`src/multi_channel_interval_timer_core_assert.svh`:
```
// Assertion macros for the interval timer core.
`ifndef MULTI_CHANNEL_INTERVAL_TIMER_CORE_ASSERT_SVH
`define MULTI_CHANNEL_INTERVAL_TIMER_CORE_ASSERT_SVH
`ifndef SYNTH
`define MCIT_ASSERT_IMPL(label, clk, rst, prop) \
  label: assert property (@(posedge clk) disable iff (rst) prop) else $error("assertion failed");
`define MCIT_ASSERT_NORST(label, clk, prop) \
  label: assert property (@(posedge clk) prop) else $error("assertion failed");
`else
`define MCIT_ASSERT_IMPL(label, clk, rst, prop)
`define MCIT_ASSERT_NORST(label, clk, prop)
`endif
`endif

```
`src/mcit_pkg.sv`:
```
// Package: shared types, codes and command/status structs for the interval timer.
`timescale 1ns / 1ps
`default_nettype none
package mcit_pkg;
  localparam logic [1:0] MODE_CREATE = 2'd0;
  localparam logic [1:0] MODE_MODIFY = 2'd1;
  localparam logic [1:0] MODE_KILL   = 2'd2;
  localparam logic [1:0] MODE_TICK   = 2'd3;

  localparam logic [1:0] KIND_CREATED = 2'd0;
  localparam logic [1:0] KIND_DONE    = 2'd1;
  localparam logic [1:0] KIND_FIRED   = 2'd2;
  localparam logic [1:0] KIND_TICK    = 2'd3;

  localparam int FIRE_LIMIT = 56;

  typedef struct packed {
    logic [1:0]  mode;
    logic [2:0]  slot;
    logic [15:0] period;
    logic        repeat_req;
    logic [2:0]  step;
  } in_item_t;

  typedef struct packed {
    logic [1:0] kind;
    logic [2:0] which_slot;
    logic       status;
    logic       last;
  } out_item_t;

  typedef enum logic [2:0] {
    ST_IDLE, ST_SCAN, ST_DECIDE, ST_EMIT, ST_WAIT
  } state_t;

  // controller -> datapath
  typedef struct packed {
    logic load;       // capture input item
    logic do_cmd;     // execute create/modify/kill
    logic scan_start; // clear search result
    logic scan_step;  // examine one slot
    logic fire;       // fire best, advance time
    logic finish;     // spend remaining step
  } cmd_t;

  // datapath -> controller
  typedef struct packed {
    logic       is_tick;
    logic       scan_done;
    logic       fire_ok;   // best exists and due within remaining step
  } stat_t;
endpackage
`default_nettype wire

```
`src/multi_channel_interval_timer_core.sv`:
```
// Top level of the multi-channel interval timer core.
// Usage:
//  - Input channel (in_valid/in_stall/in_data) carries one transaction per
//    create, modify, kill or tick command.
//  - Output channel (out_valid/out_stall/out_data) returns results; the last
//    result of each command has last = 1.
//  - Create/modify/kill: the result is registered in ST_DECIDE, the state
//    after accept. Tick: the search examines one slot per cycle; after
//    accept and after each fire, ST_DECIDE, ST_SCAN and ST_EMIT give a fired
//    result while a timer is due, and ST_WAIT then gives the tick-done result
//    (entered straight from ST_DECIDE once 56 fires have occurred).
//  - One command is processed at a time; in_stall is low only when idle.
//  - The output register holds a result while out_stall is high; the
//    controller pauses before producing the next result.
//  - Reset (rst, synchronous) frees all slots and empties the output.
`timescale 1ns / 1ps
`default_nettype none
`include "multi_channel_interval_timer_core_assert.svh"
module multi_channel_interval_timer_core import mcit_pkg::*; #(
  parameter int TIMERS = 8
) (
  input  wire logic      clk,
  input  wire logic      rst,
  input  wire logic      in_valid,
  output logic           in_stall,
  input  wire in_item_t  in_data,
  output logic           out_valid,
  input  wire logic      out_stall,
  output out_item_t      out_data
);
  cmd_t      cmd;
  stat_t     stat;
  out_item_t cmd_res;
  logic [2:0] best_slot;

  mcit_datapath #(.TIMERS(TIMERS)) u_dp (
    .clk, .rst, .item(in_data), .cmd, .stat, .cmd_res, .best_slot
  );

  mcit_ctrl u_ctrl (
    .clk, .rst, .in_valid, .in_stall, .out_valid, .out_stall,
    .stat, .cmd_res, .best_slot, .cmd, .res(out_data)
  );

  // stalled result holds; at most one command strobe per cycle
  `MCIT_ASSERT_IMPL(a_hold, clk, rst, (out_valid && out_stall) |=> out_valid && $stable(out_data))
  `MCIT_ASSERT_IMPL(a_one, clk, rst, $onehot0({cmd.load, cmd.do_cmd, cmd.fire, cmd.finish}))
endmodule
`default_nettype wire

```
`src/mcit_datapath.sv`:
```
// Datapath: slot table, earliest-timer search and result formation.
`timescale 1ns / 1ps
`default_nettype none
module mcit_datapath import mcit_pkg::*; #(
  parameter int TIMERS = 8
) (
  input  wire logic      clk,
  input  wire logic      rst,
  input  wire in_item_t  item,
  input  wire cmd_t      cmd,
  output stat_t          stat,
  output out_item_t      cmd_res,
  output logic [2:0]     best_slot
);
  localparam int IW = (TIMERS > 1) ? $clog2(TIMERS) : 1;

  logic [TIMERS-1:0] active;
  logic [15:0] per  [TIMERS];
  logic        rep  [TIMERS];
  logic [15:0] ela  [TIMERS];
  logic [2:0]  rank [TIMERS];

  in_item_t    cur;
  logic [3:0]  s_left;
  logic [IW:0] scan_i;
  logic        bvalid;
  logic [IW-1:0] bidx;
  logic [15:0] brem;
  logic [2:0]  brank;

  logic [IW-1:0] si;
  logic [15:0]   r_i;
  assign si  = scan_i[IW-1:0];
  assign r_i = (ela[si] >= per[si]) ? 16'd0 : per[si] - ela[si];

  // free-slot search and active-slot count
  logic          have_free;
  logic [IW-1:0] free_idx;
  logic [3:0]    cnt;
  always_comb begin
    have_free = 1'b0;
    free_idx  = '0;
    cnt       = '0;
    for (int i = TIMERS - 1; i >= 0; i--) begin
      if (active[i]) cnt = cnt + 4'd1;
      else begin
        have_free = 1'b1;
        free_idx  = IW'(i);
      end
    end
  end

  logic slot_ok;
  assign slot_ok = (32'(cur.slot) < TIMERS) && active[cur.slot[IW-1:0]];

  logic [15:0] fixp;
  assign fixp = (cur.period == 16'd0) ? 16'd1 : cur.period;

  always_comb begin
    cmd_res = '0;
    cmd_res.last = 1'b1;
    case (cur.mode)
      MODE_CREATE: begin
        cmd_res.kind = KIND_CREATED;
        cmd_res.which_slot = have_free ? 3'(free_idx) : 3'd0;
        cmd_res.status = !have_free;
      end
      default: begin
        cmd_res.kind = KIND_DONE;
        cmd_res.which_slot = cur.slot;
        cmd_res.status = !slot_ok;
      end
    endcase
  end

  assign stat.is_tick   = (cur.mode == MODE_TICK);
  assign stat.scan_done = (32'(scan_i) >= TIMERS);
  assign stat.fire_ok   = bvalid && ({1'b0, brem} <= 17'(s_left));
  assign best_slot      = 3'(bidx);

  logic [15:0] d;
  assign d = cmd.fire ? brem : 16'(s_left);

  always_ff @(posedge clk) begin
    if (cmd.load) begin
      cur    <= item;
      s_left <= {1'b0, item.step};
    end
    if (cmd.scan_start) begin
      scan_i <= '0;
      bvalid <= 1'b0;
    end else if (cmd.scan_step) begin
      scan_i <= scan_i + 1'b1;
      if (active[si] && (!bvalid || r_i < brem || (r_i == brem && rank[si] < brank))) begin
        bvalid <= 1'b1;
        bidx   <= si;
        brem   <= r_i;
        brank  <= rank[si];
      end
    end
    if (cmd.fire || cmd.finish) begin
      // a repeating timer that fires restarts; every other active one ages
      for (int i = 0; i < TIMERS; i++) begin
        if (active[i]) begin
          if (cmd.fire && rep[bidx] && IW'(i) == bidx) ela[i] <= '0;
          else ela[i] <= (17'(ela[i]) + 17'(d) > 17'd65535) ? 16'hFFFF
                         : ela[i] + d;
        end
      end
      if (cmd.fire) begin
        s_left <= s_left - brem[3:0];
        if (!rep[bidx])
          for (int i = 0; i < TIMERS; i++)
            if (active[i] && rank[i] > brank) rank[i] <= rank[i] - 3'd1;
      end
    end
    if (cmd.do_cmd) begin
      if (cur.mode == MODE_CREATE && have_free) begin
        per[free_idx]  <= fixp;
        rep[free_idx]  <= cur.repeat_req;
        ela[free_idx]  <= '0;
        rank[free_idx] <= cnt[2:0];
      end else if (cur.mode == MODE_MODIFY && slot_ok) begin
        per[cur.slot[IW-1:0]] <= fixp;
        rep[cur.slot[IW-1:0]] <= cur.repeat_req;
      end else if (cur.mode == MODE_KILL && slot_ok) begin
        for (int i = 0; i < TIMERS; i++)
          if (active[i] && rank[i] > rank[cur.slot[IW-1:0]]) rank[i] <= rank[i] - 3'd1;
      end
    end
  end

  always_ff @(posedge clk) begin
    if (rst) active <= '0;
    else if (cmd.do_cmd) begin
      if (cur.mode == MODE_CREATE && have_free) active[free_idx] <= 1'b1;
      else if (cur.mode == MODE_KILL && slot_ok) active[cur.slot[IW-1:0]] <= 1'b0;
    end else if (cmd.fire && !rep[bidx]) active[bidx] <= 1'b0;
  end
endmodule
`default_nettype wire

```
`src/mcit_ctrl.sv`:
```
// Controller: sequences commands, the per-fire search and the output register.
`timescale 1ns / 1ps
`default_nettype none
module mcit_ctrl import mcit_pkg::*; (
  input  wire logic      clk,
  input  wire logic      rst,
  input  wire logic      in_valid,
  output logic           in_stall,
  output logic           out_valid,
  input  wire logic      out_stall,
  input  wire stat_t     stat,
  input  wire out_item_t cmd_res,
  input  wire logic [2:0] best_slot,
  output cmd_t           cmd,
  output out_item_t      res
);
  state_t state, state_next;
  logic [5:0] nfire;
  logic ov, ov_next, ld;
  out_item_t res_next;

  always_ff @(posedge clk) begin
    if (rst) begin
      state <= ST_IDLE;
      out_valid <= 1'b0;
      nfire <= '0;
    end else begin
      state <= state_next;
      out_valid <= ov_next;
      if (cmd.load) nfire <= '0;
      else if (cmd.fire) nfire <= nfire + 6'd1;
    end
    if (ld) res <= res_next;
  end

  always_comb begin
    state_next = state;
    cmd = '0;
    ld = 1'b0;
    res_next = cmd_res;
    ov = out_valid && out_stall;   // result still held
    ov_next = ov;
    in_stall = 1'b1;
    case (state)
      ST_IDLE: begin
        in_stall = 1'b0;
        if (in_valid) begin
          cmd.load = 1'b1;
          state_next = ST_DECIDE;
        end
      end
      ST_DECIDE: begin
        if (!stat.is_tick) begin
          if (!ov) begin
            cmd.do_cmd = 1'b1;
            ld = 1'b1;
            ov_next = 1'b1;
            state_next = ST_IDLE;
          end
        end else if (32'(nfire) >= FIRE_LIMIT) begin
          state_next = ST_WAIT;
        end else begin
          cmd.scan_start = 1'b1;
          state_next = ST_SCAN;
        end
      end
      ST_SCAN: begin
        if (stat.scan_done) state_next = ST_EMIT;
        else cmd.scan_step = 1'b1;
      end
      ST_EMIT: begin
        if (!stat.fire_ok) state_next = ST_WAIT;
        else if (!ov) begin
          cmd.fire = 1'b1;
          ld = 1'b1;
          res_next = '{kind: KIND_FIRED, which_slot: best_slot, status: 1'b0, last: 1'b0};
          ov_next = 1'b1;
          state_next = ST_DECIDE;
        end
      end
      ST_WAIT: begin
        if (!ov) begin
          cmd.finish = 1'b1;
          ld = 1'b1;
          res_next = '{kind: KIND_TICK, which_slot: 3'd0, status: 1'b0, last: 1'b1};
          ov_next = 1'b1;
          state_next = ST_IDLE;
        end
      end
      default: state_next = ST_IDLE;
    endcase
  end
endmodule
`default_nettype wire
```
`config.mk`:
```
export PLATFORM = sky130hd
export DESIGN_NAME = multi_channel_interval_timer_core
export DESIGN_NICKNAME = d
export VERILOG_FILES = /design/src/mcit_pkg.sv /design/src/multi_channel_interval_timer_core.sv /design/src/mcit_datapath.sv /design/src/mcit_ctrl.sv
export VERILOG_INCLUDE_DIRS = /design/src /design/src/src
export SDC_FILE = /design/constraint.sdc
export NUM_CORES = 1
export LEC_CHECK = 0
export ABC_AREA = 0
export CAP_MARGIN = 20
export CORE_MARGIN = 1
export CORE_UTILIZATION = 70
export DETAILED_ROUTE_END_ITERATION = 7
export DONT_BUFFER_PORTS = 1
export HOLD_SLACK_MARGIN = 0.05
export PLACE_DENSITY = 0.89
export SETUP_SLACK_MARGIN = 0.02
export SLEW_MARGIN = 20
export SYNTH_ARGS = -nofsm -noshare
export SYNTH_HDL_FRONTEND = slang
export SYNTH_HIERARCHICAL = 1
export SYNTH_SLANG_ARGS = --single-unit
```
`constraint.sdc`:
```
create_clock -name clk -period 10.34 [get_ports clk]
set_clock_uncertainty 0.2 [all_clocks]
set_input_delay 0.517 -clock clk [delete_from_list [all_inputs] [get_ports clk]]
set_output_delay 0.517 -clock clk [all_outputs]
set_load 0.03 [all_outputs]
```
# ---- Yosys cells after proc, flatten, opt, wreduce, memory -nomap -nowiden
# Memory sizes are Yosys's and may differ from the RTL's. A register that Yosys moved wholly into a read port is not among the register bits.
# Cells that the tools add are included.
dict set report op_classes {
  n_lt_le_gt_ge 37
  bitwise 22
  n_reduce_logical 57
  muxes 278
  eq_ne 19
  n_addsub 35
}
# op count
set op_table {}
lappend op_table {{$mux 16} 21}
lappend op_table {{$mux 1} 192}
lappend op_table {{$add 16x16->17} 8}
lappend op_table {{$gt 17x16->1 const B} 8}
lappend op_table {{$mux 3} 43}
lappend op_table {{$add 16x16->16} 8}
lappend op_table {{$gt 3x3->1} 16}
lappend op_table {{$logic_and 1x1->1} 36}
lappend op_table {{$mux 8} 4}
lappend op_table {{$reduce_or 16->1} 2}
lappend op_table {{$sub 3x1->3 const B} 8}
lappend op_table {{$mux 7} 3}
lappend op_table {{$and 8x8->8} 2}
lappend op_table {{$eq 16x16->1} 1}
lappend op_table {{$ge 16x16->1} 1}
lappend op_table {{$le 16x4->1} 1}
lappend op_table {{$logic_not 16->1} 1}
lappend op_table {{$lt 16x16->1} 1}
lappend op_table {{$lt 3x4->1 const B} 4}
lappend op_table {{$not 8->8} 2}
lappend op_table {{$or 1x1->1} 16}
lappend op_table {{$sub 16x16->16} 1}
lappend op_table {{$add 3x1->3 const B} 5}
lappend op_table {{$pmux 3 s5} 1}
lappend op_table {{other kinds (39)} 63}
dict set report totals {
  reg_bits 78
  ramBits 288
  wordCells 470
  out_inout_bits 9
  n_memories 4
  in_bits 29
}
# memory depth width read_ports rd_ports_with_merged_regs wr line
set memory_table {}
lappend memory_table {u_dp.ela 8 16 9 1 8 mcit_datapath.sv:20} ;# logic [15:0] ela [TIMERS];
lappend memory_table {u_dp.per 8 16 1 1 1 mcit_datapath.sv:18} ;# logic [15:0] per [TIMERS];
lappend memory_table {u_dp.rank 8 3 10 2 8 mcit_datapath.sv:21} ;# logic [2:0] rank [TIMERS];
lappend memory_table {u_dp.rep 8 1 1 1 1 mcit_datapath.sv:19} ;# logic rep [TIMERS];

# ---- Logic depth before layout (Yosys ltp)
# Gate-level depths: netlist of run 1.
dict set report depth {
  word_depth 16
  depth_mapped 24
  ltp_nobuf 21
}

# ---- By module
# Netlist of run 1, hierarchy kept.
# module cells_each instances seq_area_each_um2 area_each_um2
set modules_own_cells {}
lappend modules_own_cells {mcit_datapath 2414 1 9208.8 24186.9}
lappend modules_own_cells {mcit_ctrl 98 1 410.4 944.7}

# ---- Least setup slack after synthesis of run 1
# No wires, ideal clock.
dict set report synth_path {
  path_type {register to register}
  start {register (tool-made name)}
  end {register u_dp.bidx[0], in the netlist u_dp/best_slot[0] (enable)}
  required_ns 9.760
  path_stages_with_launch 24
  path_slack_ns 4.072
  setup_time_ns 0.380
  t_arrival_ns 5.688
  n_path_buf 5
  period_less_slack_ns 6.268
  path_cell_list {dfxtp_1 > clkbuf_1 > buf_2 > buf_2 > mux4_2 > mux2i_1 > ha_1 > inv_1 > fa_1 > a21o_1 > a221oi_2 > o211ai_1 > a211o_1 > a21oi_1 > a31o_2 > buf_2 > nor2_1 > ha_1 > nand3_1 > or3_1 > nor2_1 > and3_1 > clkbuf_1 > o21a_1}
}
# item line
set synth_lines {}
lappend synth_lines {{end signal, assigned} mcit_datapath.sv:96} ;# bidx <= si;
lappend synth_lines {{end, declared} mcit_datapath.sv:27} ;# logic [IW-1:0] bidx;

==> results.cfg, run 1 <==
[worst_setup_path]
critPathCaptureType = register
crit_path_max_fanout = 37
crit_arrival_ps = 7380
r2r_setup_slack_ps = 2930
required_ps = 10310
cp-start-kind = register
critPathKind = register to register

[outcome]
status = finished, final reports clean

[clock_network]
cts_root_buf = clkbuf_16
cts_sinks = 375
cts_resized = 0
clockBufferDepth = 3
cts_buffers = 41
cts_tree = yes
postCtsSetupRepairBufs = 0
clk_latency_ps = 580
htreeDepth = 2
path_clk_slew_ps = 60

[grt]
grt_start_max_net_pins = 70
grt_pass1_vias = 20840
antenna_found_initial = 2
overflow = 0
grt_util_all_layers_pct = 42.34
grt_pass1_wl_mm = 117.4

[layout]
fin_area_sq_um = 27260
final_core_util_pct = 76.82
fillCellCount = 2209
nets = 2788
area_growth_pct = 8.459
drive_gt1_share_pct = 10.35

[logic_synthesis]
netlist_area_sq_um = 25130
syn_inst = 2512
synth_top_area_share_pct = 25.21
synth_area_leaders = edfxtp_1, dfxtp_1, ha_1
seq_area_frac_synth_pct = 38.28
yosys-top-cells-count = nand2_1, ha_1, edfxtp_1
yosysMostFrequentCell = nand2_1
synth_cell_types = 93
async_flop_share_pct = 0
ys_ff_latch = 375
synth_area_per_cell_sq_um = 10.00
synth_top_area_cell = edfxtp_1
syn_nets = 2788
synth_edf_count = 211
yosysWarningCount = 6
synth_ff_type = edfxtp_1

[drt]
ant_nets = 0
wl_per_cell_um = 25.91
drc = 0
vias = 21710
viasPerCell = 7.226
first_pass_iters = 7
wirelength_mm = 77.84
drt_iter0_markers = 2925

[floorplan]
start_util_pct = 70.83
core_area_sq_um = 35480
dieWidth_um = 191.5
dieArea_sq_um = 36660
rows = 69
io-pin-count = 38
die_y_um = 191.5

[timing]
maxSlewHeadroom_pct = 21.24
worst_pin_slew_ps = 1173
final_hold_viol_count = 0
drv_slew = 0
setup_viol = 0
finalCriticalPeriod_ps = 7405
setup_tns_ps = 0
fmax_ghz = 0.1350
rsz0062_at_grt = false
period_share_pct = 71.62
finalHoldWorstSlack_ps = 116.6

[min_path]
hp-class = primary input to register

[power]
p_leak_uw = 0.01122
p_per_area_nw_per_um2 = 157.3
vdd_drop_max_uv = 195.8

[place]
place.gp.congestion = 1.073
port_buffers = 0
placed_area_sq_um = 25580
hpwl_mm = 53.19

[flow_run]
maxCapViolations = 0
[power breakdown]
part           internal (uW)  total [uW]  switching [uW]  leakage, uW
Combinational            483        1070             589      0.00733
Clock                    855        1500             641     0.000656
Sequential              1630        1720            88.2      0.00324
Total                   2970        4290            1320       0.0112
[final cells by class]
class	count	area (sq um)	share of cell area [%]
multi-input combinational	1943	14810	54.35
sequential	375	9625	35.31
clock buffer	53	1091	4.003
tap	461	576.8	2.116
timing repair buffer	63	548.0	2.011
inverter	88	330.3	1.212
clock inverter	19	266.5	0.9777
antenna	2	5.005	0.01836
[worst paths after layout]
| kind | startpoint | endpoint | cells past startpoint |
|---|---|---|---|
| max reg2reg | register | u_dp/brem[7] | 17 |
| min reg2reg | u_dp/ela[6][8] | u_dp/ela[6][8] | 2 |
| max | register | u_dp/brem[7] | 17 |
| min | in_valid | u_ctrl/state[1] | 3 |
[through the flow]
| step | std cells | setup slack (ps) | total power [uW] |
|---|---|---|---|
| 6_report | 3004 | 2935 | 4287 |
| 5_1_grt | 3002 | 2440 | 4432 |
| 4_1_cts | 3000 | 2947 | 4258 |
| 3_5_place_dp | 2901 | 3054 | 2755 |
| 3_3_place_gp | 2901 | 3298 | 2700 |
| 2_1_floorplan | 2512 | 4072 | 2507 |
[critical path: stages, from the launching register on]
cell,delay [ps]
dfxtp_4,850
buf_4,640
mux4_2,610
mux2_2,320
fa_1,480
a21o_1,240
a221oi_2,410
o211ai_1,150
a211o_1,270
a21oi_1,180
a31o_2,350
nor2_1,130
ha_1,320
nand3_1,100
or3_1,410
nor2_1,150
and3_1,330
o21a_1,840
[metal layers]
metal	routed length (um)	global-route usage [%]	part of all wire, %
met4	5654	26.53	7.3
met2	34150	65.01	44
met1	27800	53.51	36
met3	10250	10.78	13
met5	0	0	0
[sequential cells by signal (all words and copies together), names as in the netlist, named ones only]
signal,cells
u_dp/ela,128
u_dp/s_left,4
u_dp/bvalid,1
u_dp/rank,24
u_ctrl/res,7
u_ctrl/nfire,6
u_dp/cur,22
u_dp/active,8
u_dp/best_slot,3
u_dp/brank,3
u_dp/per,128
u_dp/scan_i,4
u_dp/rep,8
u_ctrl/out_valid,1
u_ctrl/state,3
u_dp/brem,16
[layout by cell type (no fill, tap or decap), types with 34 or more instances in the layout]
| master | netlist | routed |
|---|---|---|
| xor2_1 | 49 | 49 |
| buf_4 | 5 | 35 |
| a21o_1 | 76 | 76 |
| o21ai_0 | 180 | 177 |
| edfxtp_1 | 211 | 211 |
| clkbuf_16 | 0 | 41 |
| dfxtp_1 | 164 | 161 |
| a211oi_1 | 34 | 34 |
| ha_1 | 237 | 237 |
| mux2_2 | 34 | 34 |
| nor2_1 | 146 | 140 |
| nand3_1 | 64 | 64 |
| xnor2_1 | 71 | 71 |
| o21a_1 | 38 | 38 |
| mux4_2 | 79 | 79 |
| a21oi_1 | 171 | 167 |
| nand2_1 | 289 | 289 |
| inv_1 | 88 | 88 |
| mux2i_1 | 40 | 39 |
[logic make-up (layout without fill, tap and decap cells)]
family	after synthesis	after routing	share of synthesized area, %
adder cells (fa/ha/maj)	247	247	12.60
flip-flops	375	375	38.28
multiplexers	155	155	10.41
other	2	4	0.02988
AND/OR/NAND/NOR	704	704	13.22
XOR/XNOR	120	120	4.182
buffers and inverters	194	223	3.077
AO/OA/AOI/OAI	715	715	18.22
[what timing repair did]
| action | 4_1_cts | 5_1_grt |
|---|---|---|
| hold buffers | 27 | 0 |
| endpoints found under the setup margin | 0 | 0 |
| endpoints found under the hold margin | 46 | 0 |
Power figures use the tool's default switching activity.
==> run 2: changes to the inputs <==
ABC_AREA = 1   (was 0)
CORE_UTILIZATION = 66   (was 70)
PLACE_DENSITY = 0.85   (was 0.89)
clock period = 7.22 ns   (was 10.34 ns; I/O delays follow)
==> results.cfg, run 2 <==
[layout]
nets = 4241
top_regs = u_dp/ela (128), u_dp/per (128), u_dp/rank (24)
num_antenna_cells = 0
final_cell_mix = nand2_1, nor2_1, inv_1, a21oi_1, nand3_1
drive_gt1_share_pct = 4.530
layout_commonest_cell = nand2_1
area_growth_pct = 6.927

[worst_setup_path]
r2r_cells = 25
timing.rr.end = u_dp/brem[11]
r2r_setup_slack_ps = 1020
cp-start-kind = register
critPathCaptureType = register
critPathKind = register to register
required_ps = 7220
crit_path_max_fanout = 40
crit_arrival_ps = 6200

[timing]
setup_tns_ps = 0
drv_slew = 0
period_share_pct = 85.91
setup_ws_ps = 1017
final_hold_viol_count = 0
finalHoldWorstSlack_ps = 201.0
setup_viol = 0
finalCriticalPeriod_ps = 6203
rsz0062_at_grt = false
maxSlewHeadroom_pct = 22.22
fmax_ghz = 0.1612
worst_pin_slew_ps = 1167

[drt]
drc = 0
drt_iter0_markers = 3198
ant_nets = 0
viasPerCell = 6.014
vias = 27230
wirelength_mm = 85.07
wl_per_cell_um = 18.79
first_pass_iters = 8

[clock_network]
clockBufferDepth = 3
cts_sinks = 375
cts_tree = yes
cts_buffers = 42
htreeDepth = 2
clk_latency_ps = 590
cts_resized = 0
cts_root_buf = clkbuf_16
ctsHoldBuffers = 29
path_clk_slew_ps = 60
postCtsSetupRepairBufs = 0

[logic_synthesis]
synth_edf_count = 211
synth_cell_types = 55
netlist_area_sq_um = 27930
synth_top_area_share_pct = 22.69
synth_ff_type = edfxtp_1
yosysMostFrequentCell = nand2_1
synth_top_area_cell = edfxtp_1
seq_area_frac_synth_pct = 34.45
synth_area_leaders = edfxtp_1, nand2_1, dfxtp_1
synth_area_per_cell_sq_um = 6.990
ys_ff_latch = 375
yosys-top-cells-count = nand2_1, nor2_1, inv_1
async_flop_share_pct = 0
syn_inst = 3995
syn_nets = 4271
yosysWarningCount = 6

[grt]
overflow = 0
grt_pass1_wl_mm = 131.7
grt_util_all_layers_pct = 38.77
grt_pass1_vias = 24790
grt_start_max_net_pins = 79
antenna_found_initial = 1

[place]
port_buffers = 0
hpwl_mm = 61.01
place.gp.congestion = 1.036
dp_slack_ps = 1201

[floorplan]
io-pin-count = 38
die_y_um = 207.7
rows = 74
dieWidth_um = 207.7
dieArea_sq_um = 43140
core_area_sq_um = 41290
start_util_pct = 67.63

[min_path]
hp-class = primary input to register
hold_start = in_data[10]
whs_endpoint = u_dp/cur[10]
hold-path-cell-count = 1

[outcome]
status = finished, final reports clean

[power]
p_leak_uw = 0.01409
p_per_area_nw_per_um2 = 295.1
vdd_drop_max_uv = 292.1

[flow_run]
maxCapViolations = 0
run 2: cell types whose count changed in the layout (fill, tap and decap cells not counted), sizes merged, moves of 34 or more:
cell and delta:
nand2 +885, inv +366, nor2 +315, nand3 +215, a21oi +115, mux4 -81
a21o -74, o21ai +44, mux2i -40, mux2 -34
run 2: layout make-up:
cell class	instances	area [sq um]
repair buffers	56	518.0
fillers	3326	11430
multi-input cells	3033	15980
inverters	457	1718
flip-flops and latches	375	9624
clock buffers	58	1172
well taps	532	665.6
clock inverters	17	185.2
run 2: worst max-delay path, cell delays in order, from the launching register on:
cell and delay, ps:
dfxtp_2 620, inv_2 450, buf_4 340, nor2_1 110, o21ai_0 80, a31oi_1 200
ha_1 170, inv_1 50, fa_1 400, nand3_1 100, nand2_1 110, a21oi_1 340
inv_1 70, nand2_1 60, o211ai_1 100, nand2_1 400, nor2_1 130, ha_1 320
nand2_1 60, nor2_1 150, nand4_1 110, nor3b_1 220, nand3_1 100, nand2_1 120
nand2_1 120, inv_1 660
run 2: worst max path at each step:
stage          startpoint                end  cells past startpoint
2_1_floorplan    register  u_dp/best_slot[0]                     30
3_3_place_gp     register       u_dp/brem[5]                     24
3_5_place_dp     register       u_dp/brem[4]                     25
4_1_cts          register      u_dp/brem[11]                     25
5_1_grt          register      u_dp/brank[0]                     25
6_report         register      u_dp/brem[11]                     25
run 2: power breakdown:
part / internal, uW / leakage, uW / switching, uW
registers: 2450 / 0.00324 / 149
logic: 1390 / 0.0102 / 2690
clock network: 1220 / 0.000666 / 915
run 2: logic make-up (layout without fill, tap and decap cells):
family	after synthesis	count (layout)	synth area share [%]
AO/OA/AOI/OAI	658	658	12.81
XOR/XNOR	83	83	2.603
adder cells (fa/ha/maj)	247	247	11.34
buffers and inverters	587	588	8.423
flip-flops	375	375	34.45
other	2	2	0.02689
AND/OR/NAND/NOR	2043	2043	30.35
run 2: metal layers:
layer	global-route usage [%]	up-vias	part of all wire, %
li1	-	13110	-
met1	49.18	12310	39
met2	62.43	1493	44
met3	7.005	315	10
met4	22.09	2	6.1
met5	0	-	0.015
run 2: stage by stage:
step           std cells  cell area [sq um]  utilization, %  total power, uW
5_1_grt             4528              29860           72.31             9346
3_3_place_gp        4423              28200           68.29             6452
6_report            4528              29860           72.31             8812
4_1_cts             4527              29850           72.28             8698
3_5_place_dp        4423              28200           68.29             6543
2_1_floorplan       3995              27930               -             5523
